===== src/rbis_pkg.sv =====
// Shared constants for the random byte interval sampler.
package rbis_pkg;

    localparam int P_SIZE_BITS = 48;
    localparam int P_WORD      = 64;
    localparam int P_STEP_W    = $clog2(P_WORD);
    localparam int P_RATE_W    = 32;
    localparam int P_THR_W     = P_RATE_W + 1;
    localparam int P_CFG_IDX_W = 4;

    localparam logic [P_WORD-1:0]   P_GOLDEN_MIX   = 64'h9E37_79B9_7F4A_7C15;
    localparam logic [P_WORD-1:0]   P_SCRAMBLE_MUL = 64'd2685821657736338717;
    localparam logic [P_RATE_W-1:0] P_DEFAULT_RATE = 32'd524288;

    localparam int P_SHIFT_A = 12;
    localparam int P_SHIFT_B = 25;
    localparam int P_SHIFT_C = 27;

    localparam logic [P_CFG_IDX_W-1:0] CFG_ENABLE      = 4'd0;
    localparam logic [P_CFG_IDX_W-1:0] CFG_SAMPLE_RATE = 4'd1;
    localparam logic [P_CFG_IDX_W-1:0] CFG_SEED        = 4'd2;
    localparam logic [P_CFG_IDX_W-1:0] CFG_STREAM_ID   = 4'd3;

endpackage


===== src/rbis_mul.sv =====
// Bit-serial multiplier giving the low word of the state times the scramble constant.
module rbis_mul (
    input  logic                       i_clk,
    input  logic                       i_rst_n,
    input  logic                       i_start,
    input  logic [rbis_pkg::P_WORD-1:0] i_x,
    output logic                       o_done,
    output logic [rbis_pkg::P_WORD-1:0] o_prod
);
    import rbis_pkg::*;

    logic                r_busy;
    logic                r_done;
    logic [P_STEP_W-1:0] r_cnt;
    logic [P_WORD-1:0]   r_acc;
    logic [P_WORD-1:0]   r_a;
    logic [P_WORD-1:0]   r_b;

    always_ff @(posedge i_clk) begin
        if (!i_rst_n) begin
            r_busy <= 1'b0;
            r_done <= 1'b0;
            r_cnt  <= '0;
        end else begin
            r_done <= 1'b0;
            if (i_start) begin
                r_busy <= 1'b1;
                r_cnt  <= '0;
            end else if (r_busy) begin
                r_cnt <= r_cnt + 1'b1;
                if (r_cnt == P_STEP_W'(P_WORD - 1)) begin
                    r_busy <= 1'b0;
                    r_done <= 1'b1;
                end
            end
        end
    end

    always_ff @(posedge i_clk) begin
        if (i_start) begin
            r_acc <= '0;
            r_a   <= i_x;
            r_b   <= P_SCRAMBLE_MUL;
        end else if (r_busy) begin
            if (r_b[0]) begin
                r_acc <= r_acc + r_a;
            end
            r_a <= {r_a[P_WORD-2:0], 1'b0};
            r_b <= {1'b0, r_b[P_WORD-1:1]};
        end
    end

    assign o_done = r_done;
    assign o_prod = r_acc;

endmodule


===== src/rbis_rem.sv =====
// Bit-serial restoring remainder of a word by the doubled sample rate.
module rbis_rem (
    input  logic                        i_clk,
    input  logic                        i_rst_n,
    input  logic                        i_start,
    input  logic [rbis_pkg::P_WORD-1:0]  i_dvd,
    input  logic [rbis_pkg::P_THR_W-1:0] i_mod,
    output logic                        o_done,
    output logic [rbis_pkg::P_THR_W-1:0] o_rem
);
    import rbis_pkg::*;

    logic                r_busy;
    logic                r_done;
    logic [P_STEP_W-1:0] r_cnt;
    logic [P_THR_W-1:0]  r_rem;
    logic [P_THR_W-1:0]  r_mod;
    logic [P_WORD-1:0]   r_dvd;

    logic [P_THR_W:0]    w_trial;
    logic                w_ge;
    logic [P_THR_W-1:0]  n_rem;

    assign w_trial = {r_rem, r_dvd[P_WORD-1]};
    assign w_ge    = w_trial >= {1'b0, r_mod};
    assign n_rem   = w_ge ? P_THR_W'(w_trial - {1'b0, r_mod}) : w_trial[P_THR_W-1:0];

    always_ff @(posedge i_clk) begin
        if (!i_rst_n) begin
            r_busy <= 1'b0;
            r_done <= 1'b0;
            r_cnt  <= '0;
        end else begin
            r_done <= 1'b0;
            if (i_start) begin
                r_busy <= 1'b1;
                r_cnt  <= '0;
            end else if (r_busy) begin
                r_cnt <= r_cnt + 1'b1;
                if (r_cnt == P_STEP_W'(P_WORD - 1)) begin
                    r_busy <= 1'b0;
                    r_done <= 1'b1;
                end
            end
        end
    end

    always_ff @(posedge i_clk) begin
        if (i_start) begin
            r_rem <= '0;
            r_mod <= i_mod;
            r_dvd <= i_dvd;
        end else if (r_busy) begin
            r_rem <= n_rem;
            r_dvd <= {r_dvd[P_WORD-2:0], 1'b0};
        end
    end

    assign o_done = r_done;
    assign o_rem  = r_rem;

endmodule


===== src/rbis_draw.sv =====
// Threshold draw: xorshift64 step, serial scramble multiply, serial remainder and clamp.
module rbis_draw (
    input  logic                         i_clk,
    input  logic                         i_rst_n,
    input  logic                         i_start,
    input  logic                         i_clear,
    input  logic [rbis_pkg::P_RATE_W-1:0] i_rate,
    input  logic [rbis_pkg::P_WORD-1:0]   i_seed,
    input  logic [rbis_pkg::P_WORD-1:0]   i_stream_id,
    output logic                         o_done,
    output logic [rbis_pkg::P_THR_W-1:0]  o_value
);
    import rbis_pkg::*;

    typedef enum logic [1:0] {
        S_IDLE,
        S_MUL,
        S_REM
    } t_state;

    t_state             r_state;
    logic [P_WORD-1:0]  r_prng;
    logic               r_done;
    logic [P_THR_W-1:0] r_value;

    logic [P_WORD-1:0]   w_x0;
    logic [P_WORD-1:0]   w_x1;
    logic [P_WORD-1:0]   w_x2;
    logic [P_WORD-1:0]   w_x3;
    logic [P_RATE_W-1:0] w_rate;
    logic [P_THR_W-1:0]  w_mod;
    logic                w_mul_done;
    logic [P_WORD-1:0]   w_prod;
    logic                w_rem_done;
    logic [P_THR_W-1:0]  w_rem;

    assign w_x0   = (r_prng == '0) ? (i_seed ^ i_stream_id ^ P_GOLDEN_MIX) : r_prng;
    assign w_x1   = w_x0 ^ (w_x0 >> P_SHIFT_A);
    assign w_x2   = w_x1 ^ (w_x1 << P_SHIFT_B);
    assign w_x3   = w_x2 ^ (w_x2 >> P_SHIFT_C);
    assign w_rate = (i_rate == '0) ? P_DEFAULT_RATE : i_rate;
    assign w_mod  = {w_rate, 1'b0};

    rbis_mul u_mul (
        .i_clk   (i_clk),
        .i_rst_n (i_rst_n),
        .i_start (i_start && (r_state == S_IDLE)),
        .i_x     (w_x3),
        .o_done  (w_mul_done),
        .o_prod  (w_prod)
    );

    rbis_rem u_rem (
        .i_clk   (i_clk),
        .i_rst_n (i_rst_n),
        .i_start (w_mul_done && (r_state == S_MUL)),
        .i_dvd   (w_prod),
        .i_mod   (w_mod),
        .o_done  (w_rem_done),
        .o_rem   (w_rem)
    );

    always_ff @(posedge i_clk) begin
        if (!i_rst_n) begin
            r_state <= S_IDLE;
            r_prng  <= '0;
            r_done  <= 1'b0;
        end else begin
            r_done <= 1'b0;
            unique case (r_state)
                S_IDLE: begin
                    if (i_clear) begin
                        r_prng <= '0;
                    end else if (i_start) begin
                        r_prng  <= w_x3;
                        r_state <= S_MUL;
                    end
                end
                S_MUL: begin
                    if (w_mul_done) begin
                        r_state <= S_REM;
                    end
                end
                S_REM: begin
                    if (w_rem_done) begin
                        r_value <= (w_rem == '0) ? P_THR_W'(1) : w_rem;
                        r_done  <= 1'b1;
                        r_state <= S_IDLE;
                    end
                end
                default: r_state <= S_IDLE;
            endcase
        end
    end

    assign o_done  = r_done;
    assign o_value = r_value;

endmodule


===== src/random_byte_interval_sampler_unit.sv =====
// Top level of the random byte interval sampler: handshakes, byte counter and sequencing.
//
// Input channel i_valid/o_ready carries one allocation size per item; output channel
// o_valid/i_ready returns one result per item: the sampled flag and the threshold held.
// Configuration is a plain write port (enable, sample rate, seed, stream id); any write
// to a known register clears the generator state, byte counter and threshold.
// An item with a threshold already held and no hit needs no draw. Each threshold
// draw runs 64 steps of the bit-serial multiplier and then 64 steps of the
// bit-serial remainder unit. An item therefore needs no draw, one draw or two draws;
// a hit right after the first draw of a session needs two draws.
// One item is worked on at a time; o_ready is high only while the core is idle. A
// finished result sits in an output register, so the next item is taken while it
// waits; if the receiver stalls, the following item halts before its result is loaded.
// Reset clears the configuration to its defaults (disabled, rate 524288) and clears
// the session state; no clearing pass is needed.
module random_byte_interval_sampler_unit #(
    parameter int SIZE_BITS = rbis_pkg::P_SIZE_BITS
) (
    input  logic                            i_clk,
    input  logic                            i_rst_n,
    input  logic                            i_valid,
    output logic                            o_ready,
    input  logic [SIZE_BITS-1:0]            i_alloc_size,
    output logic                            o_valid,
    input  logic                            i_ready,
    output logic                            o_sampled,
    output logic [rbis_pkg::P_THR_W-1:0]    o_threshold_now,
    input  logic                            i_cfg_we,
    input  logic [rbis_pkg::P_CFG_IDX_W-1:0] i_cfg_idx,
    input  logic [rbis_pkg::P_WORD-1:0]     i_cfg_wdata
);
    import rbis_pkg::*;

    typedef enum logic [2:0] {
        S_IDLE,
        S_DRAW1,
        S_CHECK,
        S_DRAW2,
        S_DONE
    } t_state;

    t_state              r_state;
    logic                r_enable;
    logic [P_RATE_W-1:0] r_rate;
    logic [P_WORD-1:0]   r_seed;
    logic [P_WORD-1:0]   r_stream_id;
    logic [P_WORD-1:0]   r_count;
    logic [P_THR_W-1:0]  r_thr;
    logic                r_hit;
    logic                r_out_valid;
    logic                r_out_sampled;
    logic [P_THR_W-1:0]  r_out_thr;

    logic                w_accept;
    logic                w_cfg_hit;
    logic [P_WORD:0]     w_sum;
    logic [P_WORD-1:0]   w_sum_sat;
    logic                w_ge;
    logic                w_draw_start;
    logic                w_draw_done;
    logic [P_THR_W-1:0]  w_draw_val;

    assign o_ready   = (r_state == S_IDLE);
    assign w_accept  = i_valid && o_ready;
    assign w_cfg_hit = i_cfg_we && ((i_cfg_idx == CFG_ENABLE) || (i_cfg_idx == CFG_SAMPLE_RATE)
                       || (i_cfg_idx == CFG_SEED) || (i_cfg_idx == CFG_STREAM_ID));
    assign w_sum     = {1'b0, r_count} + {1'b0, P_WORD'(i_alloc_size)};
    assign w_sum_sat = w_sum[P_WORD] ? '1 : w_sum[P_WORD-1:0];
    assign w_ge      = r_count >= P_WORD'(r_thr);
    assign w_draw_start = (w_accept && r_enable && (r_thr == '0))
                          || ((r_state == S_CHECK) && w_ge);

    rbis_draw u_draw (
        .i_clk       (i_clk),
        .i_rst_n     (i_rst_n),
        .i_start     (w_draw_start),
        .i_clear     (w_cfg_hit),
        .i_rate      (r_rate),
        .i_seed      (r_seed),
        .i_stream_id (r_stream_id),
        .o_done      (w_draw_done),
        .o_value     (w_draw_val)
    );

    always_ff @(posedge i_clk) begin
        if (!i_rst_n) begin
            r_state     <= S_IDLE;
            r_enable    <= 1'b0;
            r_rate      <= P_DEFAULT_RATE;
            r_seed      <= '0;
            r_stream_id <= '0;
            r_count     <= '0;
            r_thr       <= '0;
            r_hit       <= 1'b0;
            r_out_valid <= 1'b0;
        end else begin
            if (r_out_valid && i_ready && (r_state != S_DONE)) begin
                r_out_valid <= 1'b0;
            end
            if (w_cfg_hit) begin
                unique case (i_cfg_idx)
                    CFG_ENABLE:      r_enable    <= i_cfg_wdata[0];
                    CFG_SAMPLE_RATE: r_rate      <= i_cfg_wdata[P_RATE_W-1:0];
                    CFG_SEED:        r_seed      <= i_cfg_wdata;
                    CFG_STREAM_ID:   r_stream_id <= i_cfg_wdata;
                    default:         r_enable    <= r_enable;
                endcase
                r_count <= '0;
                r_thr   <= '0;
            end
            unique case (r_state)
                S_IDLE: begin
                    if (w_accept) begin
                        if (r_enable) begin
                            r_count <= w_sum_sat;
                            r_state <= (r_thr == '0) ? S_DRAW1 : S_CHECK;
                        end else begin
                            r_hit   <= 1'b0;
                            r_state <= S_DONE;
                        end
                    end
                end
                S_DRAW1: begin
                    if (w_draw_done) begin
                        r_thr   <= w_draw_val;
                        r_state <= S_CHECK;
                    end
                end
                S_CHECK: begin
                    if (w_ge) begin
                        r_hit   <= 1'b1;
                        r_count <= '0;
                        r_state <= S_DRAW2;
                    end else begin
                        r_hit   <= 1'b0;
                        r_state <= S_DONE;
                    end
                end
                S_DRAW2: begin
                    if (w_draw_done) begin
                        r_thr   <= w_draw_val;
                        r_state <= S_DONE;
                    end
                end
                S_DONE: begin
                    if (!r_out_valid || i_ready) begin
                        r_out_valid   <= 1'b1;
                        r_out_sampled <= r_hit;
                        r_out_thr     <= r_thr;
                        r_state       <= S_IDLE;
                    end
                end
                default: r_state <= S_IDLE;
            endcase
        end
    end

    assign o_valid         = r_out_valid;
    assign o_sampled       = r_out_sampled;
    assign o_threshold_now = r_out_thr;

    a_hit_has_threshold: assert property (@(posedge i_clk) disable iff (!i_rst_n)
        (o_valid && o_sampled) |-> (o_threshold_now != '0))
        else $error("sampled result reports no threshold");

    a_draw_done_expected: assert property (@(posedge i_clk) disable iff (!i_rst_n)
        w_draw_done |-> ((r_state == S_DRAW1) || (r_state == S_DRAW2)))
        else $error("threshold draw finished outside a draw state");

    a_draw_nonzero: assert property (@(posedge i_clk) disable iff (!i_rst_n)
        w_draw_done |-> (w_draw_val != '0))
        else $error("drawn threshold is zero");

    a_check_has_threshold: assert property (@(posedge i_clk) disable iff (!i_rst_n)
        (r_state == S_CHECK) |-> (r_thr != '0))
        else $error("counter compared against an empty threshold");

endmodule


===== config.mk =====
export PLATFORM = sky130hd
export DESIGN_NAME = random_byte_interval_sampler_unit
export DESIGN_NICKNAME = d
export VERILOG_FILES = /design/src/rbis_pkg.sv /design/src/rbis_mul.sv /design/src/rbis_rem.sv /design/src/rbis_draw.sv /design/src/random_byte_interval_sampler_unit.sv
export SDC_FILE = /design/constraint.sdc
export NUM_CORES = 2
export LEC_CHECK = 0
export ABC_AREA = 1
export BUFFER_PORTS_ARGS = -buffer_cell sky130_fd_sc_hd__clkbuf_2
export CAP_MARGIN = 20
export CORE_MARGIN = 1
export CORE_UTILIZATION = 47
export CTS_CLUSTER_SIZE = 8
export DETAILED_ROUTE_END_ITERATION = 16
export GPL_TIMING_DRIVEN = 0
export PLACE_DENSITY_LB_ADDON = 0.12
export SLEW_MARGIN = 20
export SYNTH_ARGS = -nofsm -noshare
export SYNTH_HDL_FRONTEND = slang
export SYNTH_HIERARCHICAL = 1
export SYNTH_SLANG_ARGS = --single-unit

===== constraint.sdc =====
create_clock -name i_clk -period 6 [get_ports i_clk]
set_input_delay 0.6 -clock i_clk [delete_from_list [all_inputs] [get_ports i_clk]]
set_output_delay 0.6 -clock i_clk [all_outputs]
set_load 0.05 [all_outputs]

==> flow_summary.toml <==
[status]
status = "completed"

[sta]
fmax_mhz = 197
slew_headroom = 0.213
tightest_slew_ps = 1180
hold_viol = 0
whs_ps = 198
fin_crit_ps = 5070
fin_crit_sh = 0.845
setup_ws_ps = 929
maxSlewViolCount = 0
rsz0062_at_grt = "no"
finClkSkew_ps = 69.9
finalSetupViolCount = 0

[final_layout]
n_fill_cell = 10600
final_cells = 9258
drive_above_1_share = 0.0632
multi_input_area_mm2 = 0.0249
final_cell_mix = "nand2_1, inv_1, nor2_1, dfxtp_1, nand3_1"
nets = 8136
synthToLayoutAreaGrowth_pct = 12.0
final_common_cell = "nand2_1"
final-seq-area_mm2 = 0.0170

[routing]
wl_um = 163000
viasPerCell = 5.04
wl_per_cell_um = 17.6
via_count = 46700
antenna_left = 0
drcViolationCount = 0
drt_iter0_drc = 3561
dr.pass1.iters = 6

[worst_setup_path]
crit_chain = "ha_1 > nand2_1 > nor2_1 > nand2_1 > nor3_1 > nand4_1 > nand3_1 > nand2_1 > nand2_1 > nand2_1 > nand2_1 > inv_1 > nor2_1 > clkbuf_1 > clkinv_1 > clkbuf_1 > nand2_4 > buf_16"
critPathKind = "register to register"
slowest_stage = "clkbuf_1"
crit_arrival_ps = 5410
worstPathRequired_ps = 6340
cpPeakStageDelay_ps = 610
rrSetupSlack_ps = 930
crit_path_frequent_cell = "nand2_1"
startpoint_type = "register"
cp_max_fo = 53
end_kind = "register"

[synth]
synth.cell_area_mm2 = 0.0478
synth_cells = 7564
synth_fp_nets = 7867
seq_area_frac_synth = 0.355
synth_edf_count = 228
synth_top_cell_by_area = "nand2_1"
syn-mean-instance-area_um2 = 6.32
synth_warnings = 6
netlist.area_leader.share = 0.224
synth_flop_cell = "dfxtp_1"
synth.area.top_cells = "nand2_1, dfxtp_1, edfxtp_1"
synth_async_sr_flop_share = 0
synth_seq_cells = 733
synth_cell_type_count = 58

[global_routing]
grt_pass1_vias = 42900
grt_antenna_before_repair = 3
grt_max_degree = 54
grt-ovfl-total = 0
grt_pass1_wl_um = 246000
grt.total_usage = 0.311

[clock_tree]
htreeDepth = 3
root_buffer = "clkbuf_16"
postCtsHoldBufs = 0
cts_setup_buffers = 0
clk_latency_ps = 720
cts_buffer_depth = 3
ctsResizeCount = 0
cts.sinks = 733
cts_buffers = 104
cts_tree = "done"
clk_pin_slew_worst_paths_ps = 60

[placement]
gp_congestion = 1.00
dp_hpwl_um = 133000
pre_cts_slack_ps = 915
port_buffers = 156
placed_cells = 9084

[die]
die_x_um = 321
start_util = 0.476
die_h_um = 321
rows = 116
placeableCoreArea_mm2 = 0.100
die_area_mm2 = 0.103
num_io_pins = 157

[flow_run]
drv_cap = 0

[worst_hold_path]
hold_path_class = "input port to register"
==> worst max-delay path: cells and delay by family (launching register included) <==
kind	cells	cell delay, ps
buffers and inverters	5	2050
AND/OR/NAND/NOR	12	1810
flip-flops	1	400
adder cells (fa/ha/maj)	1	340
==> metal layers <==
metal / up-vias / wire (µm) / GRT usage / share of wire
li1: 23900 / - / - / -
met1: 21100 / 74500 / 0.426 / 0.46
met2: 1371 / 71700 / 0.497 / 0.44
met3: 276 / 9950 / 0.0382 / 0.061
met4: 0 / 6730 / 0.125 / 0.041
met5: - / 0 / 0 / 0
==> flip-flops by register name, summed over array words and instances, names as in the netlist, 62 cells and up <==
| name | count |
|---|---|
| r_count | 64 |
| r_seed | 64 |
| r_stream_id | 64 |
| u_draw/r_prng | 64 |
| u_draw/u_mul/o_prod | 64 |
| u_draw/u_mul/r_a | 64 |
| u_draw/u_mul/r_b | 62 |
| u_draw/u_rem/r_dvd | 64 |
==> cells in the mapped netlist, types with 25 or more instances <==
| cell | n |
|---|---|
| nand3_1 | 417 |
| nand4_1 | 48 |
| nor2_1 | 618 |
| dfxtp_1 | 505 |
| ha_1 | 179 |
| xnor2_1 | 51 |
| nor3_1 | 45 |
| a21oi_1 | 403 |
| xor2_1 | 102 |
| edfxtp_1 | 228 |
| nor4_1 | 30 |
| nand2_2 | 43 |
| inv_2 | 39 |
| nand3b_1 | 25 |
| o21ai_0 | 313 |
| nand2_1 | 2852 |
| and2_1 | 48 |
| o21ai_1 | 25 |
| inv_1 | 1195 |
| clkbuf_1 | 214 |
==> worst paths after layout <==
path                        startpoint                    to  cells after the start
hold reg to reg   u_draw/u_mul/r_b[61]  u_draw/u_mul/r_b[60]                      2
hold / removal         i_cfg_wdata[13]            r_rate[13]                      3
setup reg to reg           r_count[31]  u_draw/u_mul/r_a[34]                     18
setup / recovery           r_count[31]  u_draw/u_mul/r_a[34]                     18
==> logic make-up after synthesis <==
group | count (synthesis) | share of synthesized area
simple gates | 4172 | 0.356
compound gates | 800 | 0.0878
fa+ha+maj | 182 | 0.0481
buf+inv | 1523 | 0.125
flops | 733 | 0.355
xor+xnor | 153 | 0.0280
other cells | 1 | 0.0000784
==> per-stage QoR <==
stage,setup TNS (ps),area [µm²],utilization
floorplan,0,47800,-
global placement,-148200,50300,0.501
detailed placement,0,50400,0.502
CTS,0,53500,0.533
global route,0,53500,0.533
finish,0,53500,0.533
==> area by class of cell <==
cell class / count / share of cell area
diodes: 1 / 0.0000467
plain buffers: 285 / 0.0253
clock buffers: 164 / 0.0543
clock inverters: 9 / 0.00341
inverters: 1238 / 0.0868
multi-input cells: 5308 / 0.465
flip-flops and latches: 733 / 0.317
well taps: 1357 / 0.0317
repair buffers: 163 / 0.0166
Power is left out: the tool's default activity adds up to more than one toggle a clock period on the data nets, which glitch-free logic cannot reach.
